[src/rtl/dtk_pkg.sv]
package dtk_pkg;

	localparam int MAX_SERVERS_DEF = 4;
	localparam int ADDR_W = 64;
	localparam int LIFE_W = 32;
	localparam int KEPT_W = 3;

	// operation codes
	localparam logic [1:0] OP_CLEAR  = 2'd0;
	localparam logic [1:0] OP_INSERT = 2'd1;
	localparam logic [1:0] OP_READ   = 2'd2;

	typedef enum logic [1:0] {
		OUT_NONE = 2'd0,
		OUT_NEW  = 2'd1,
		OUT_DUP  = 2'd2,
		OUT_DROP = 2'd3
	} outcome_t;

	typedef enum logic [1:0] {
		EM_ZERO,
		EM_WORK,
		EM_ENTRY
	} emit_sel_t;

	typedef enum logic [2:0] {
		S_IDLE,
		S_SCAN,
		S_FULLCHK,
		S_BUBBLE,
		S_EMIT,
		S_ZERO,
		S_READ
	} state_t;

	typedef struct packed {
		logic      accept;
		logic      clear_cnt;
		logic      idx_inc;
		logic      merge;
		logic      grow;
		logic      set_last;
		logic      rd_prev;
		logic      shift;
		logic      place;
		logic      emit;
		emit_sel_t emit_sel;
		outcome_t  outcome;
	} cmd_t;

	typedef struct packed {
		logic match;
		logic idx_lt_cnt;
		logic idx_zero;
		logic idx_is_last;
		logic full;
		logic empty;
		logic w_outranks;
		logic out_free;
	} status_t;

	// rank order: larger lifetime first, then larger 128-bit address
	function automatic logic outranks(
		input logic [ADDR_W-1:0] ah,
		input logic [ADDR_W-1:0] al,
		input logic [LIFE_W-1:0] at,
		input logic [ADDR_W-1:0] bh,
		input logic [ADDR_W-1:0] bl,
		input logic [LIFE_W-1:0] bt
	);
		logic r;
		if (at != bt) begin
			r = (at > bt);
		end else begin
			r = ({ah, al} > {bh, bl});
		end
		return r;
	endfunction

endpackage

[src/rtl/dtk_ctrl.sv]
module dtk_ctrl (
	input  logic             clk,
	input  logic             arst_n,
	input  logic             in_valid,
	input  logic [1:0]       operation,
	input  dtk_pkg::status_t st,
	output logic             in_ready,
	output dtk_pkg::cmd_t    cmd
);

	dtk_pkg::state_t   state_q, state_d;
	dtk_pkg::outcome_t outcome_q, outcome_d;

	always_ff @(posedge clk or negedge arst_n) begin
		if (!arst_n) begin
			state_q   <= dtk_pkg::S_IDLE;
			outcome_q <= dtk_pkg::OUT_NONE;
		end else begin
			state_q   <= state_d;
			outcome_q <= outcome_d;
		end
	end

	// next state
	always_comb begin
		state_d = state_q;
		case (state_q)
			dtk_pkg::S_IDLE: begin
				if (in_valid) begin
					case (operation)
						dtk_pkg::OP_INSERT: state_d = dtk_pkg::S_SCAN;
						dtk_pkg::OP_READ:   state_d = dtk_pkg::S_READ;
						default:            state_d = dtk_pkg::S_ZERO;
					endcase
				end
			end
			dtk_pkg::S_SCAN: begin
				if (!st.idx_lt_cnt && st.full) begin
					state_d = dtk_pkg::S_FULLCHK;
				end else if (!st.idx_lt_cnt || st.match) begin
					state_d = dtk_pkg::S_BUBBLE;
				end
			end
			dtk_pkg::S_FULLCHK: begin
				state_d = st.w_outranks ? dtk_pkg::S_BUBBLE : dtk_pkg::S_ZERO;
			end
			dtk_pkg::S_BUBBLE: begin
				if (st.idx_zero || !st.w_outranks) begin
					state_d = dtk_pkg::S_EMIT;
				end
			end
			dtk_pkg::S_EMIT, dtk_pkg::S_ZERO: begin
				if (st.out_free) begin
					state_d = dtk_pkg::S_IDLE;
				end
			end
			dtk_pkg::S_READ: begin
				if (st.out_free && (st.empty || st.idx_is_last)) begin
					state_d = dtk_pkg::S_IDLE;
				end
			end
			default: state_d = dtk_pkg::S_IDLE;
		endcase
	end

	// commands
	always_comb begin
		cmd       = '0;
		in_ready  = 1'b0;
		outcome_d = outcome_q;
		case (state_q)
			dtk_pkg::S_IDLE: begin
				in_ready = 1'b1;
				if (in_valid) begin
					cmd.accept    = 1'b1;
					cmd.clear_cnt = (operation == dtk_pkg::OP_CLEAR);
					outcome_d     = dtk_pkg::OUT_NONE;
				end
			end
			dtk_pkg::S_SCAN: begin
				if (st.idx_lt_cnt) begin
					if (st.match) begin
						cmd.merge = 1'b1;
						outcome_d = dtk_pkg::OUT_DUP;
					end else begin
						cmd.idx_inc = 1'b1;
					end
				end else if (!st.full) begin
					cmd.grow  = 1'b1;
					outcome_d = dtk_pkg::OUT_NEW;
				end else begin
					cmd.set_last = 1'b1;
				end
			end
			dtk_pkg::S_FULLCHK: begin
				outcome_d = st.w_outranks ? dtk_pkg::OUT_NEW : dtk_pkg::OUT_DROP;
			end
			dtk_pkg::S_BUBBLE: begin
				cmd.rd_prev = 1'b1;
				if (st.idx_zero || !st.w_outranks) begin
					cmd.place = 1'b1;
				end else begin
					cmd.shift = 1'b1;
				end
			end
			dtk_pkg::S_EMIT: begin
				if (st.out_free) begin
					cmd.emit     = 1'b1;
					cmd.emit_sel = dtk_pkg::EM_WORK;
					cmd.outcome  = outcome_q;
				end
			end
			dtk_pkg::S_ZERO: begin
				if (st.out_free) begin
					cmd.emit     = 1'b1;
					cmd.emit_sel = dtk_pkg::EM_ZERO;
					cmd.outcome  = outcome_q;
				end
			end
			dtk_pkg::S_READ: begin
				if (st.out_free) begin
					cmd.emit     = 1'b1;
					cmd.emit_sel = st.empty ? dtk_pkg::EM_ZERO : dtk_pkg::EM_ENTRY;
					cmd.outcome  = dtk_pkg::OUT_NONE;
					cmd.idx_inc  = 1'b1;
				end
			end
			default: begin
				cmd = '0;
			end
		endcase
	end

endmodule

[src/rtl/dtk_datapath.sv]
module dtk_datapath #(
	parameter int MAX_SERVERS = dtk_pkg::MAX_SERVERS_DEF
) (
	input  logic                        clk,
	input  logic                        arst_n,
	input  logic [dtk_pkg::ADDR_W-1:0]  address_high,
	input  logic [dtk_pkg::ADDR_W-1:0]  address_low,
	input  logic [dtk_pkg::LIFE_W-1:0]  lifetime,
	input  dtk_pkg::cmd_t               cmd,
	output dtk_pkg::status_t            st,
	output logic                        out_valid,
	input  logic                        out_ready,
	output logic [dtk_pkg::ADDR_W-1:0]  entry_high,
	output logic [dtk_pkg::ADDR_W-1:0]  entry_low,
	output logic [dtk_pkg::LIFE_W-1:0]  entry_lifetime,
	output logic                        entry_valid,
	output logic [dtk_pkg::KEPT_W-1:0]  kept_count,
	output logic [1:0]                  insert_outcome,
	output logic                        last
);

	localparam int CW = $clog2(MAX_SERVERS + 1);
	localparam int IW = (MAX_SERVERS > 1) ? $clog2(MAX_SERVERS) : 1;

	// entry store, one read and one write per cycle
	logic [dtk_pkg::ADDR_W-1:0] ent_high_q [MAX_SERVERS];
	logic [dtk_pkg::ADDR_W-1:0] ent_low_q  [MAX_SERVERS];
	logic [dtk_pkg::LIFE_W-1:0] ent_life_q [MAX_SERVERS];

	logic [dtk_pkg::ADDR_W-1:0] w_high_q, w_low_q;
	logic [dtk_pkg::LIFE_W-1:0] w_life_q;
	logic [CW-1:0]              cnt_q, idx_q, rd_ptr;

	logic [dtk_pkg::ADDR_W-1:0] rd_high, rd_low;
	logic [dtk_pkg::LIFE_W-1:0] rd_life;

	logic [dtk_pkg::ADDR_W-1:0] out_high_q, out_low_q;
	logic [dtk_pkg::LIFE_W-1:0] out_life_q;
	logic                       out_valid_q, out_ent_valid_q, out_last_q;
	logic [dtk_pkg::KEPT_W-1:0] out_kept_q;
	logic [1:0]                 out_outcome_q;

	assign rd_ptr  = cmd.rd_prev ? (idx_q - CW'(1)) : idx_q;
	assign rd_high = ent_high_q[rd_ptr[IW-1:0]];
	assign rd_low  = ent_low_q[rd_ptr[IW-1:0]];
	assign rd_life = ent_life_q[rd_ptr[IW-1:0]];

	always_comb begin
		st.match       = (rd_high == w_high_q) && (rd_low == w_low_q);
		st.idx_lt_cnt  = (idx_q < cnt_q);
		st.idx_zero    = (idx_q == '0);
		st.idx_is_last = (idx_q == (cnt_q - CW'(1)));
		st.full        = (cnt_q >= CW'(MAX_SERVERS));
		st.empty       = (cnt_q == '0);
		st.w_outranks  = dtk_pkg::outranks(w_high_q, w_low_q, w_life_q,
			rd_high, rd_low, rd_life);
		st.out_free    = !out_valid_q || out_ready;
	end

	// payload: store, working entry
	always_ff @(posedge clk) begin
		if (cmd.accept) begin
			w_high_q <= address_high;
			w_low_q  <= address_low;
			w_life_q <= lifetime;
		end else if (cmd.merge && (rd_life > w_life_q)) begin
			w_life_q <= rd_life;
		end
		if (cmd.shift) begin
			ent_high_q[idx_q[IW-1:0]] <= rd_high;
			ent_low_q[idx_q[IW-1:0]]  <= rd_low;
			ent_life_q[idx_q[IW-1:0]] <= rd_life;
		end else if (cmd.place) begin
			ent_high_q[idx_q[IW-1:0]] <= w_high_q;
			ent_low_q[idx_q[IW-1:0]]  <= w_low_q;
			ent_life_q[idx_q[IW-1:0]] <= w_life_q;
		end
	end

	// count and position
	always_ff @(posedge clk or negedge arst_n) begin
		if (!arst_n) begin
			cnt_q <= '0;
			idx_q <= '0;
		end else begin
			if (cmd.clear_cnt) begin
				cnt_q <= '0;
			end else if (cmd.grow) begin
				cnt_q <= cnt_q + CW'(1);
			end
			if (cmd.accept) begin
				idx_q <= '0;
			end else if (cmd.idx_inc) begin
				idx_q <= idx_q + CW'(1);
			end else if (cmd.grow) begin
				idx_q <= cnt_q;
			end else if (cmd.set_last) begin
				idx_q <= CW'(MAX_SERVERS - 1);
			end else if (cmd.shift) begin
				idx_q <= idx_q - CW'(1);
			end
		end
	end

	// output register
	always_ff @(posedge clk or negedge arst_n) begin
		if (!arst_n) begin
			out_valid_q <= 1'b0;
		end else if (cmd.emit) begin
			out_valid_q <= 1'b1;
		end else if (out_ready) begin
			out_valid_q <= 1'b0;
		end
	end

	always_ff @(posedge clk) begin
		if (cmd.emit) begin
			out_kept_q    <= dtk_pkg::KEPT_W'(cnt_q);
			out_outcome_q <= cmd.outcome;
			case (cmd.emit_sel)
				dtk_pkg::EM_WORK: begin
					out_high_q      <= w_high_q;
					out_low_q       <= w_low_q;
					out_life_q      <= w_life_q;
					out_ent_valid_q <= 1'b1;
					out_last_q      <= 1'b1;
				end
				dtk_pkg::EM_ENTRY: begin
					out_high_q      <= rd_high;
					out_low_q       <= rd_low;
					out_life_q      <= rd_life;
					out_ent_valid_q <= 1'b1;
					out_last_q      <= st.idx_is_last;
				end
				default: begin
					out_high_q      <= '0;
					out_low_q       <= '0;
					out_life_q      <= '0;
					out_ent_valid_q <= 1'b0;
					out_last_q      <= 1'b1;
				end
			endcase
		end
	end

	assign out_valid      = out_valid_q;
	assign entry_high     = out_high_q;
	assign entry_low      = out_low_q;
	assign entry_lifetime = out_life_q;
	assign entry_valid    = out_ent_valid_q;
	assign kept_count     = out_kept_q;
	assign insert_outcome = out_outcome_q;
	assign last           = out_last_q;

endmodule

[src/rtl/dedup_top_k_server_list.sv]
// Sorted list of up to MAX_SERVERS server entries (128-bit address, 32-bit lifetime), ranked
// by lifetime then address, both descending, with duplicate addresses merged to the larger
// lifetime. One request is worked at a time. The entries sit in a small store with one read
// and one write per cycle, so the duplicate search and the re-sort each step one entry per
// cycle. An insert runs the search, a full-list check when the list is full and no entry
// matched, then the bubble-up and the emit step; a new entry dropped from a full list skips
// the bubble-up. Clear and unknown codes emit one empty result, a read-out one result per
// held entry (one for an empty list). A result still waiting on out_ready holds the emit
// step.
// Results leave through an output register, so a new request is taken while the last result
// of the previous one still waits on out_ready.
// There is no clearing pass after reset; the entry store is not reset, only the held count.
module dedup_top_k_server_list #(
	parameter int MAX_SERVERS = dtk_pkg::MAX_SERVERS_DEF
) (
	input  logic                        clk,
	input  logic                        arst_n,
	// request channel
	input  logic                        in_valid,
	output logic                        in_ready,
	input  logic [1:0]                  operation,
	input  logic [dtk_pkg::ADDR_W-1:0]  address_high,
	input  logic [dtk_pkg::ADDR_W-1:0]  address_low,
	input  logic [dtk_pkg::LIFE_W-1:0]  lifetime,
	// result channel
	output logic                        out_valid,
	input  logic                        out_ready,
	output logic [dtk_pkg::ADDR_W-1:0]  entry_high,
	output logic [dtk_pkg::ADDR_W-1:0]  entry_low,
	output logic [dtk_pkg::LIFE_W-1:0]  entry_lifetime,
	output logic                        entry_valid,
	output logic [dtk_pkg::KEPT_W-1:0]  kept_count,
	output logic [1:0]                  insert_outcome,
	output logic                        last
);

	// command and status between sequencer and datapath
	dtk_pkg::cmd_t    cmd;
	dtk_pkg::status_t st;

	// sequencer: search, full-list check, bubble-up, emit, read-out walk
	dtk_ctrl u_ctrl (
		.clk       (clk),
		.arst_n    (arst_n),
		.in_valid  (in_valid),
		.operation (operation),
		.st        (st),
		.in_ready  (in_ready),
		.cmd       (cmd)
	);

	// entry store, working entry, rank comparator and output register
	dtk_datapath #(
		.MAX_SERVERS (MAX_SERVERS)
	) u_dp (
		.clk            (clk),
		.arst_n         (arst_n),
		.address_high   (address_high),
		.address_low    (address_low),
		.lifetime       (lifetime),
		.cmd            (cmd),
		.st             (st),
		.out_valid      (out_valid),
		.out_ready      (out_ready),
		.entry_high     (entry_high),
		.entry_low      (entry_low),
		.entry_lifetime (entry_lifetime),
		.entry_valid    (entry_valid),
		.kept_count     (kept_count),
		.insert_outcome (insert_outcome),
		.last           (last)
	);

endmodule

[config.mk]
export PLATFORM = sky130hd
export DESIGN_NAME = dedup_top_k_server_list
export DESIGN_NICKNAME = d
export VERILOG_FILES = /design/src/rtl/dtk_pkg.sv /design/src/rtl/dtk_ctrl.sv /design/src/rtl/dtk_datapath.sv /design/src/rtl/dedup_top_k_server_list.sv
export SDC_FILE = /design/constraint.sdc
export NUM_CORES = 1
export LEC_CHECK = 0
export ABC_AREA = 0
export BUFFER_PORTS_ARGS = -buffer_cell sky130_fd_sc_hd__buf_4
export CAP_MARGIN = 15
export CORE_MARGIN = 4
export CORE_UTILIZATION = 40
export CTS_BUF_LIST = sky130_fd_sc_hd__clkbuf_4 sky130_fd_sc_hd__clkbuf_8
export CTS_CLUSTER_DIAMETER = 30
export DETAILED_ROUTE_END_ITERATION = 10
export SYNTH_ARGS = -nofsm -noshare
export SYNTH_HDL_FRONTEND = slang
export SYNTH_SLANG_ARGS = --single-unit
[constraint.sdc]
create_clock -name clk -period 27 [get_ports clk]
set_input_delay 0 -clock clk [delete_from_list [all_inputs] [get_ports clk]]
set_output_delay 0 -clock clk [all_outputs]
set_load 0.05 [all_outputs]
# Word level (Yosys, flattened, before mapping)
# Memories as Yosys holds them, arrays and structs flattened.
# Index checks and enable logic that the tools add are counted.
[op_classes]
addsub = 4
bitwise_logic = 3
eq_ne = 21
reduce_logical = 24
muxes = 60
order_cmp = 5
[ops]
columns = ["op", "n"]
rows = [
  ["64-bit one-hot mux with 2 select lines", 2],
  ["64-bit == test", 2],
  ["128-bit > comparator", 1],
  ["64-bit two-way mux", 2],
  ["32-bit two-way mux", 3],
  ["32-bit > comparator", 2],
  ["32-bit one-hot mux with 2 select lines", 1],
  ["3-bit two-way mux", 16],
  ["32-bit != test", 1],
  ["2-bit two-way mux", 11],
  ["3-bit one-hot mux with 6 select lines", 1],
  ["1-bit two-way mux", 17],
  ["5-bit two-way mux", 3],
  ["5-bit one-hot mux with 3 select lines", 1],
  ["3-bit == test (second input constant)", 3],
  ["3-bit zero test", 3],
  ["3-bit by 1-bit adder with 3-bit output (second input constant)", 2],
  ["3-bit by 2-bit == test with 1-bit output (second input constant)", 2],
  ["2-bit by 1-bit != test with 1-bit output (second input constant)", 3],
  ["3-bit by 2-bit != test with 1-bit output (second input constant)", 2],
  ["2-bit one-hot mux with 3 select lines", 1],
  ["3-bit one-hot mux with 2 select lines", 1],
  ["2-bit nonzero test", 3],
  ["3-bit by 1-bit subtractor with 3-bit output (second input constant)", 2],
  ["19 further kinds", 32],
]
[word_totals]
inputBits = 166
output_inout_bits = 169
reg_bits = 339
ram_bits = 640
word_cells = 135
memories = 3
[mem_list]
columns = ["name", "depth", "word_bits", "rd", "rd_clocked_by_memory_dff", "wr", "line", "text"]
rows = [
  ["u_dp.ent_high_q", 4, 64, 1, 0, 1, "dtk_datapath.sv:26", "logic [dtk_pkg::ADDR_W-1:0] ent_high_q [MAX_SERVERS];"],
  ["u_dp.ent_low_q", 4, 64, 1, 0, 1, "dtk_datapath.sv:27", "logic [dtk_pkg::ADDR_W-1:0] ent_low_q [MAX_SERVERS];"],
  ["u_dp.ent_life_q", 4, 32, 1, 0, 1, "dtk_datapath.sv:28", "logic [dtk_pkg::LIFE_W-1:0] ent_life_q [MAX_SERVERS];"],
]

# Logic depth before layout (Yosys ltp)
# Gate-level depths: netlist of the first run.
[logic_depth]
ltp_mapped = 23
depth_no_buf = 17

# Hierarchy
# A second synthesis of the first run with hierarchy kept.
[unflattened]
hier_cells = 2677
hier_area_um2 = 42210.5
[modules_own_cells]
columns = ["mod", "seq_area_each_um2", "area_per_inst_um2", "cells_per_inst", "instances"]
rows = [
  ["dtk_datapath", 29213.0, 41672.5, 2609, 1],
  ["dtk_ctrl", 125.1, 538.0, 68, 1],
]

# Worst setup path after synthesis of the first run
# OpenSTA, ideal clock, no wires.
[synth_timing]
kind = "register to register"
startpoint = "register u_dp.out_valid_q (netlist: u_dp.out_valid)"
endpoint = "register u_dp.out_high_q (netlist bit u_dp.entry_high[0]) (enable)"
setup_time_ns = 0.748
stages_incl_launch_ff = 4
path_buffers = 0
arrival_ns = 8.922
synth_period_minus_slack_ns = 9.670
path_slack_ns = 17.330
required_time_ns = 26.252
path_cell_list = "dfrtp_1 > nand2b_1 > nand2_1 > a21oi_1"
[synth_rtl]
columns = ["element", "line", "text"]
rows = [
  ["start, declared", "dtk_datapath.sv:39", "logic out_valid_q, out_ent_valid_q, out_last_q;"],
  ["start signal, assigned", "dtk_datapath.sv:108", "out_valid_q <= 1'b0;"],
  ["start signal, assigned", "dtk_datapath.sv:110", "out_valid_q <= 1'b1;"],
  ["start signal, assigned", "dtk_datapath.sv:112", "out_valid_q <= 1'b0;"],
  ["end signal, assigned", "dtk_datapath.sv:122", "out_high_q <= w_high_q;"],
  ["end signal, assigned", "dtk_datapath.sv:129", "out_high_q <= rd_high;"],
  ["end, declared", "dtk_datapath.sv:37", "logic [dtk_pkg::ADDR_W-1:0] out_high_q, out_low_q;"],
]

# Final worst setup path of the first run
[layout_timing]
startpoint = "register u_ctrl.state_q[1]"
endpoint = "memory u_dp.ent_low_q[3][1] (netlist name) (data pin)"
[layout_between]
elab_chain_cells = 14
elab_cells_between_ends = 18
cone_classes = "order compare (2); eq/ne (2); mux (9); reduce/logical (2); memory (3)"
[layout_rtl]
columns = ["element", "line", "text"]
rows = [
  ["start, declared", "dtk_ctrl.sv:11", "dtk_pkg::state_t state_q, state_d;"],
  ["start signal, assigned", "dtk_ctrl.sv:16", "state_q <= dtk_pkg::S_IDLE;"],
  ["start signal, assigned", "dtk_ctrl.sv:19", "state_q <= state_d;"],
  ["3-bit by 2-bit == test with 1-bit output (*)", "dtk_ctrl.sv:71", "case (state_q)"],
  ["3-bit two-way mux", "dtk_ctrl.sv:71", ""],
  ["2-bit two-way mux", "dtk_datapath.sv:43", "assign rd_ptr = cmd.rd_prev ? (idx_q - CW'(1)) : idx_q;"],
  ["memory read 4 x 64 bit (tied with other cells)", "--", ""],
  ["128-bit > comparator (tied with other cells)", "dtk_pkg.sv:75", "r = ({ah, al} > {bh, bl});"],
  ["1-bit two-way mux", "dtk_pkg.sv:72", "if (at != bt) begin"],
  ["1-bit zero test", "dtk_ctrl.sv:100", "if (st.idx_zero || !st.w_outranks) begin"],
  ["1-bit logical OR", "dtk_ctrl.sv:100", ""],
  ["1-bit two-way mux", "dtk_ctrl.sv:100", ""],
  ["3-bit two-way mux", "dtk_ctrl.sv:71", ""],
  ["1-bit two-way mux", "dtk_datapath.sv:73", "end else if (cmd.place) begin"],
  ["1-bit two-way mux", "dtk_datapath.sv:69", "if (cmd.shift) begin"],
  ["1-bit two-way mux (not written as such)", "dtk_datapath.sv:75", "ent_low_q[idx_q[IW-1:0]] <= w_low_q;"],
  ["64-bit two-way mux (no source line) (*)", "--", ""],
  ["end, declared", "dtk_datapath.sv:27", ""],
]
# Mark *: on every way between the ends. The rest lies on a longest branch, timed or not.

==> metrics.cfg, run 1 <==
[worst_setup_path]
criticalPathCategory = reg -> reg
setup.worst_path.start = u_ctrl.state_q[1]
crit_end = u_dp.ent_low_q[3][1]
reg2reg_depth = 19
cp.arrival_ns = 9.40
cp_slowest_stage_delay_ns = 0.92
worstPathCellList = and3b_1 > nand2_1 > o21ai_4 > buf_4 > buf_4 > mux4_2 > inv_1 > ha_1 > and3_1 > and3_1 > nand4_1 > or4_1 > a211o_1 > o2111ai_1 > a21o_1 > a21o_1 > a211o_4 > buf_12 > mux2_2
reg2reg_to = u_dp.ent_low_q[3][1]
worstReg2RegStart = u_ctrl.state_q[1]
crit_fanout = 100
crit_required_ns = 27.58
regToRegSetupSlack_ns = 18.18
start_kind = register
critPathSlowestCell = a211o_4
cp-end-kind = register

[final_layout]
final_util = 0.5198
areaGrowthSynthToFinish_pct = 28.48
fillers = 8865
drive_above_1_share = 0.3044
final_nets = 3761

[clocking]
ctsHtreeMaxLevel = 4
cts.clk_slew.worst_paths_ns = 0.05
clock_path_buffers = 3
clock-root-buffer = clkbuf_8
post_cts_buffers = 0
clkLatencyLatePin_ns = 0.87
hold_buffers = 327
numCtsBuffers = 222
post_cts_resized = 0
clkSinkCount = 979
cts_tree = built

[outcome]
outcome = finished clean

[synth]
synth_area_per_cell_um2 = 16.81
syn-cell-area_um2 = 43490
async_flop_share = 0.01226
synth_cell_types = 61
seq_area_frac_synth = 0.6746
ys_warn_count = 0
synth_edf_count = 967
synth_nets = 2968
yosys_register_bits = 979
synthFlopType = edfxtp_1
syn_inst = 2587

[detailed_routing]
drt_first_pass_iters = 5
wl_per_cell_um = 23.97
vias = 26740
ant_nets = 0
drcViolationCount = 0
drt-total-wl_um = 119300
via_per_inst = 5.374
drtIter0Drc = 1998

[sta]
grt_setup_unrepaired = false
setup_viol = 0
worst_slew_pin_slew_ns = 1.183
slew_headroom = 0.2115
slew_violations = 0
finalHoldViolations = 0
layout_min_cycle_time_ns = 8.824
skew_ns = 0.06006
fmax_ghz = 0.1133
finalCritPeriodShare = 0.3268
fin_tns_setup_ns = 0

[power_and_ir_drop]
clkPwrFrac = 0.251
seq_power_share = 0.324
power_mw = 7.579
vdd_ir_drop_max_mv = 0.1291
p_leak_nw = 20.65
power_frac_comb = 0.425
p_sw_mw = 2.814
swShare = 0.3713
cellPowerDensity_nw_per_um2 = 135.6
p_int_mw = 4.765

[grt]
use_met2 = 0.3528
grt_antenna_before_repair = 2
grt.met3_usage = 0.03995
top_usage_layer = met2
use_met1 = 0.2767
grt_pass1_wl_um = 177800
first_global_vias = 28810
grt.total_usage = 0.2088
overflow = 0
grt_max_degree = 102

[floorplanning]
row_count = 120
pin_count = 335
start_util = 0.4045
die_h_um = 337.7
die_w_um = 337.7
die_area_um2 = 114100
core-area_um2 = 107500

[run]
max_cap_violations = 0

[placed_design]
post-dp-hpwl_um = 72390
gp_congestion = 0.7898
portBuffers = 334

[min_path]
hold_path.class = in -> reg

[flip-flops by register name (all words and copies together), names as in the netlist, 2 cells and up]
signal	count
u_dp.ent_high_q	256
u_dp.ent_low_q	256
u_dp.ent_life_q	128
u_dp.entry_high	64
u_dp.entry_low	64
u_dp.w_high_q	64
u_dp.w_low_q	64
u_dp.entry_lifetime	32
u_dp.w_life_q	32
u_ctrl.state_q	3
u_dp.cnt_q	3
u_dp.idx_q	3
u_dp.kept_count	3
u_ctrl.outcome_q	2
u_dp.insert_outcome	2
[layout by cell type (no fill, tap or decap), types with 13 or more instances in the layout]
cell and instances:
nand3_1 29, edfxtp_1 967, clkinv_1 28, nand4_1 36, buf_4 360, nor3_1 13
a21oi_1 55, dlygate4sd3_1 327, mux4_2 160, mux2_2 63, a211oi_1 13, clkbuf_8 227
a22oi_1 160, ha_1 213, bufinv_16 34, clkinv_4 17, mux2_4 100, clkinvlp_4 25
clkinv_2 36, nand2_1 82, inv_1 177, clkbuf_4 34, o21ai_0 63, nor2_1 192
[worst min-delay path by stage]
stage               cells past startpoint  slack [ns]                   to          from
floorplan                               0       -0.30  u_ctrl.outcome_q[0]        arst_n
global placement                        1       -0.15       u_dp.out_valid        arst_n
detailed placement                      1       -0.14        u_dp.cnt_q[2]        arst_n
CTS                                     4       0.007    u_dp.w_life_q[28]  lifetime[28]
global route                            4        0.04    u_dp.w_life_q[28]  lifetime[28]
finish                                  4        0.08    u_dp.w_life_q[29]  lifetime[29]
[stage by stage]
stage          instance area [um2]  cells  hold WS (ns)  worst slack, ns
2_1_floorplan                43490   2587       -0.2956            17.33
3_3_place_gp                 47420   4232       -0.1455            18.27
3_5_place_dp                 47420   4232       -0.1444            18.21
4_1_cts                      55870   4974      0.006749            18.18
5_1_grt                      55880   4975       0.03609            17.92
6_report                     55880   4975       0.07573            18.18
[final cells by class]
| class | instances | area, um2 | area share |
|---|---|---|---|
| clock buffer | 261 | 3379 | 0.06048 |
| timing repair buffer | 689 | 6016 | 0.1077 |
| multi-input combinational | 1311 | 12910 | 0.2311 |
| tap | 1403 | 1755 | 0.03142 |
| sequential | 979 | 29340 | 0.5251 |
| antenna | 1 | 2.502 | 0.00004478 |
| inverter | 177 | 664.4 | 0.01189 |
| clock inverter | 154 | 1805 | 0.03231 |
[worst max-delay path, delay by kind of cell (launching register included)]
kind                     cells  cell delay, ns
AND/OR/NAND/NOR              6            2.24
flip-flops                   1            0.65
buffers and inverters        4            2.31
adder cells (fa/ha/maj)      1            0.33
AO/OA/AOI/OAI                6            1.89
multiplexers                 2            0.87
[power groups by stage]
| stage | logic [mW] | clock network [mW] | registers (mW) |
|---|---|---|---|
| finish | 3.22 | 1.90 | 2.46 |
| global route | 3.51 | 2.02 | 2.48 |
| CTS | 3.24 | 1.94 | 2.46 |
| detailed placement | 3.17 | 0 | 2.48 |
| global placement | 3.09 | 0 | 2.47 |
| floorplan | 1.99 | 0 | 2.78 |
[Yosys cell counts, types with 5 or more instances]
library cell / n / area (um2)
a22oi_1: 160 / 1201
nand2b_1: 6 / 37.54
nor2b_1: 5 / 31.28
ha_1: 215 / 2690
buf_1: 20 / 75.07
o211ai_1: 8 / 60.06
buf_12: 10 / 200.2
nor2_1: 192 / 720.7
nand2_1: 82 / 307.8
o21ai_0: 63 / 315.3
nor4_1: 9 / 56.30
nand4_1: 36 / 225.2
nor3_1: 13 / 65.06
inv_1: 177 / 664.4
a31oi_1: 9 / 56.30
nand3_1: 29 / 145.1
mux2_2: 63 / 709.4
mux4_2: 160 / 3603
clkbuf_1: 77 / 289.0
mux2_4: 100 / 1501
a21oi_1: 56 / 280.3
a211oi_1: 13 / 97.59
and3_1: 8 / 50.05
xnor2_1: 5 / 43.79
and4_1: 9 / 78.83
a21o_1: 12 / 90.09
dfrtp_1: 12 / 300.3
buf_2: 10 / 50.05
edfxtp_1: 967 / 29040
[layer usage]
layer,up-vias,wire length [um]
met1,13750,50340
met3,164,7377
li1,11840,-
met5,-,0
met4,0,2338
met2,977,59200
[logic make-up (layout without fill, tap and decap cells)]
| kind of cell | Yosys count | count (layout) | share of synthesized area |
|---|---|---|---|
| adder cells (fa/ha/maj) | 215 | 215 | 0.06186 |
| flip-flops | 979 | 979 | 0.6746 |
| other | 0 | 1 | 0 |
| buffers and inverters | 297 | 1281 | 0.03018 |
| AND/OR/NAND/NOR | 406 | 406 | 0.04224 |
| AO/OA/AOI/OAI | 356 | 356 | 0.05498 |
| multiplexers | 328 | 328 | 0.1349 |
| XOR/XNOR | 6 | 6 | 0.001208 |
Power figures use the tool's default switching activity.
==> inputs of run 2 (changes only) <==
Clock period 27 ns to 7.4 ns, I/O delays scaled along.
==> run 2 against run 1 <==
  * Non-clock buffer count is 28 higher
  * Global-route usage is 0.26 points lower
  * Sequential cell count stayed put
  * Critical endpoint is now u_ctrl.state_q[0]
  * Clock skew is 0.0053 ns lower
  * Routed wire length is 0.87% lower
  * Sequential share of layout area is 0.27 points lower
  * Critical path depth is 2 lower
  * Via count is 0.35% lower
  * Critical path type unchanged
  * Setup slack worse by 18 ns
  * Total power grew to 3.7 times the previous value
==> metrics.cfg, run 2 (synthesis results as in run 1) <==
[power_and_ir_drop]
clkPwrFrac = 0.245
seq_power_share = 0.324
p_int_mw = 17.47
p_sw_mw = 10.21
p_leak_nw = 20.73
power_frac_comb = 0.431
vdd_ir_drop_max_mv = 0.3519
swShare = 0.3690
cellPowerDensity_nw_per_um2 = 492.8

[sta]
skew_ns = 0.05477
worst_slew_pin_slew_ns = 1.134
finalHoldViolations = 0
setup_viol = 0
whs_ns = 0.1546
slew_headroom = 0.2437
fmax_ghz = 0.1474
grt_setup_unrepaired = false
fin_tns_setup_ns = 0
finalCritPeriodShare = 0.9166
slew_violations = 0
layout_min_cycle_time_ns = 6.783

[clocking]
cts.clk_slew.worst_paths_ns = 0.06
clock_path_buffers = 3
post_cts_buffers = 0
ctsHtreeMaxLevel = 4
numCtsBuffers = 219
clkLatencyLatePin_ns = 0.86
hold_buffers = 354
cts_tree = built
clkSinkCount = 979
post_cts_resized = 0
clock-root-buffer = clkbuf_8

[min_path]
hold_path.class = in -> reg
hold_depth = 4

[detailed_routing]
highest_layer = met5
wl_per_cell_um = 23.68
drcViolationCount = 0
wl_met2_um = 57170
vias = 26640
drt_first_pass_iters = 5
drt-total-wl_um = 118200
ant_nets = 0
m1WireLength_um = 49380
dr_wl_met3_um = 8512
via_per_inst = 5.336
drtIter0Drc = 2207

[placed_design]
post-dp-hpwl_um = 71010
gp_congestion = 0.8130
portBuffers = 334
dp.cells = 4233
post_dp_cell_area_um2 = 47600

[floorplanning]
row_count = 120
die_area_um2 = 114100
die_w_um = 337.7
die_h_um = 337.7
start_util = 0.4045
pin_count = 335
core-area_um2 = 107500

[final_layout]
areaGrowthSynthToFinish_pct = 29.15
final_cells = 4993
final_area_um2 = 56170
final_util = 0.5225
fillers = 8779
final_nets = 3786
final_common_cell = edfxtp_1
final_cell_mix = edfxtp_1 (967), dlygate4sd3_1 (354), buf_4 (347)
drive_above_1_share = 0.2979

[grt]
overflow = 0
grt_pass1_wl_um = 175200
first_global_vias = 28860
grt_antenna_before_repair = 2
grt.total_usage = 0.2062
grt_max_degree = 137

[worst_setup_path]
reg2reg_depth = 17
cp-end-kind = register
crit_fanout = 66
criticalPathCategory = reg -> reg
cp.arrival_ns = 7.57
start_kind = register
crit_required_ns = 8.18

[outcome]
outcome = finished clean

[run]
max_cap_violations = 0

[run 2: changes by cell type in the layout (fill, tap and decap cells not counted), sizes merged]
cell         before  now
clkinvlp         25   24
buf             362  363
bufinv           34   35
clkinv           84   91
dlygate4sd3     327  354
inv             188  184
clkbuf          261  248
[run 2: metrics by stage]
stage                     setup WS, ns  total power, mW
final                           0.6170            27.68
after floorplan                 0.8275            17.33
after detailed placement        0.8508            20.72
after CTS                       0.7370            27.92
after global placement          0.9357            20.41
after global routing            0.2243            29.29
[run 2: power by group through the flow]
stage               registers (mW)  logic, mW  clock network (mW)
global placement              9.04       11.4                   0
floorplan                     10.1       7.26                   0
CTS                           8.97       12.0                6.92
detailed placement            9.07       11.7                   0
finish                        8.97       11.9                6.78
global route                  9.05       13.0                7.23
[run 2: layout make-up]
class	count	area, um2	share of cell area
flip-flops and latches	979	29340	0.5223
multi-input cells	1311	12910	0.2299
repair buffers	717	6469	0.1152
clock buffers	248	3251	0.05787
clock inverters	157	1772	0.03154
well taps	1403	1755	0.03125
inverters	177	664.4	0.01183
diodes	1	2.502	0.00004455
[run 2: critical path, cell delays in order, from the launching register on]
cell	delay, ns
dfrtp_1	0.65
and3b_1	0.55
xnor2_2	0.26
buf_12	0.51
mux4_2	0.62
inv_1	0.10
ha_1	0.36
nand4_1	0.18
nor4_1	0.74
nand4_1	0.17
nor4_1	0.32
buf_4	0.21
o21ai_0	0.22
nor2_1	0.31
a21oi_1	0.11
dlygate4sd3_1	0.61
a31oi_1	0.16
dlygate4sd3_1	0.59
[run 2: worst paths after layout]
path,from,slack (ns),end
min reg2reg,u_ctrl.outcome_q[1],0.51,u_ctrl.outcome_q[1]
min,out_ready,0.15,u_dp.out_valid
max reg2reg,u_ctrl.state_q[1],0.62,u_ctrl.state_q[0]
max,u_ctrl.state_q[1],0.62,u_ctrl.state_q[0]
min in group asynchronous,arst_n,0.28,u_ctrl.outcome_q[0]
max in group asynchronous,arst_n,6.67,u_ctrl.state_q[2]
[run 2: layer usage]
layer | up-vias | track usage
li1 | 11880 | -
met3 | 183 | 0.05268
met2 | 982 | 0.3381
met1 | 13600 | 0.2685
met5 | - | 0
met4 | 2 | 0.07038
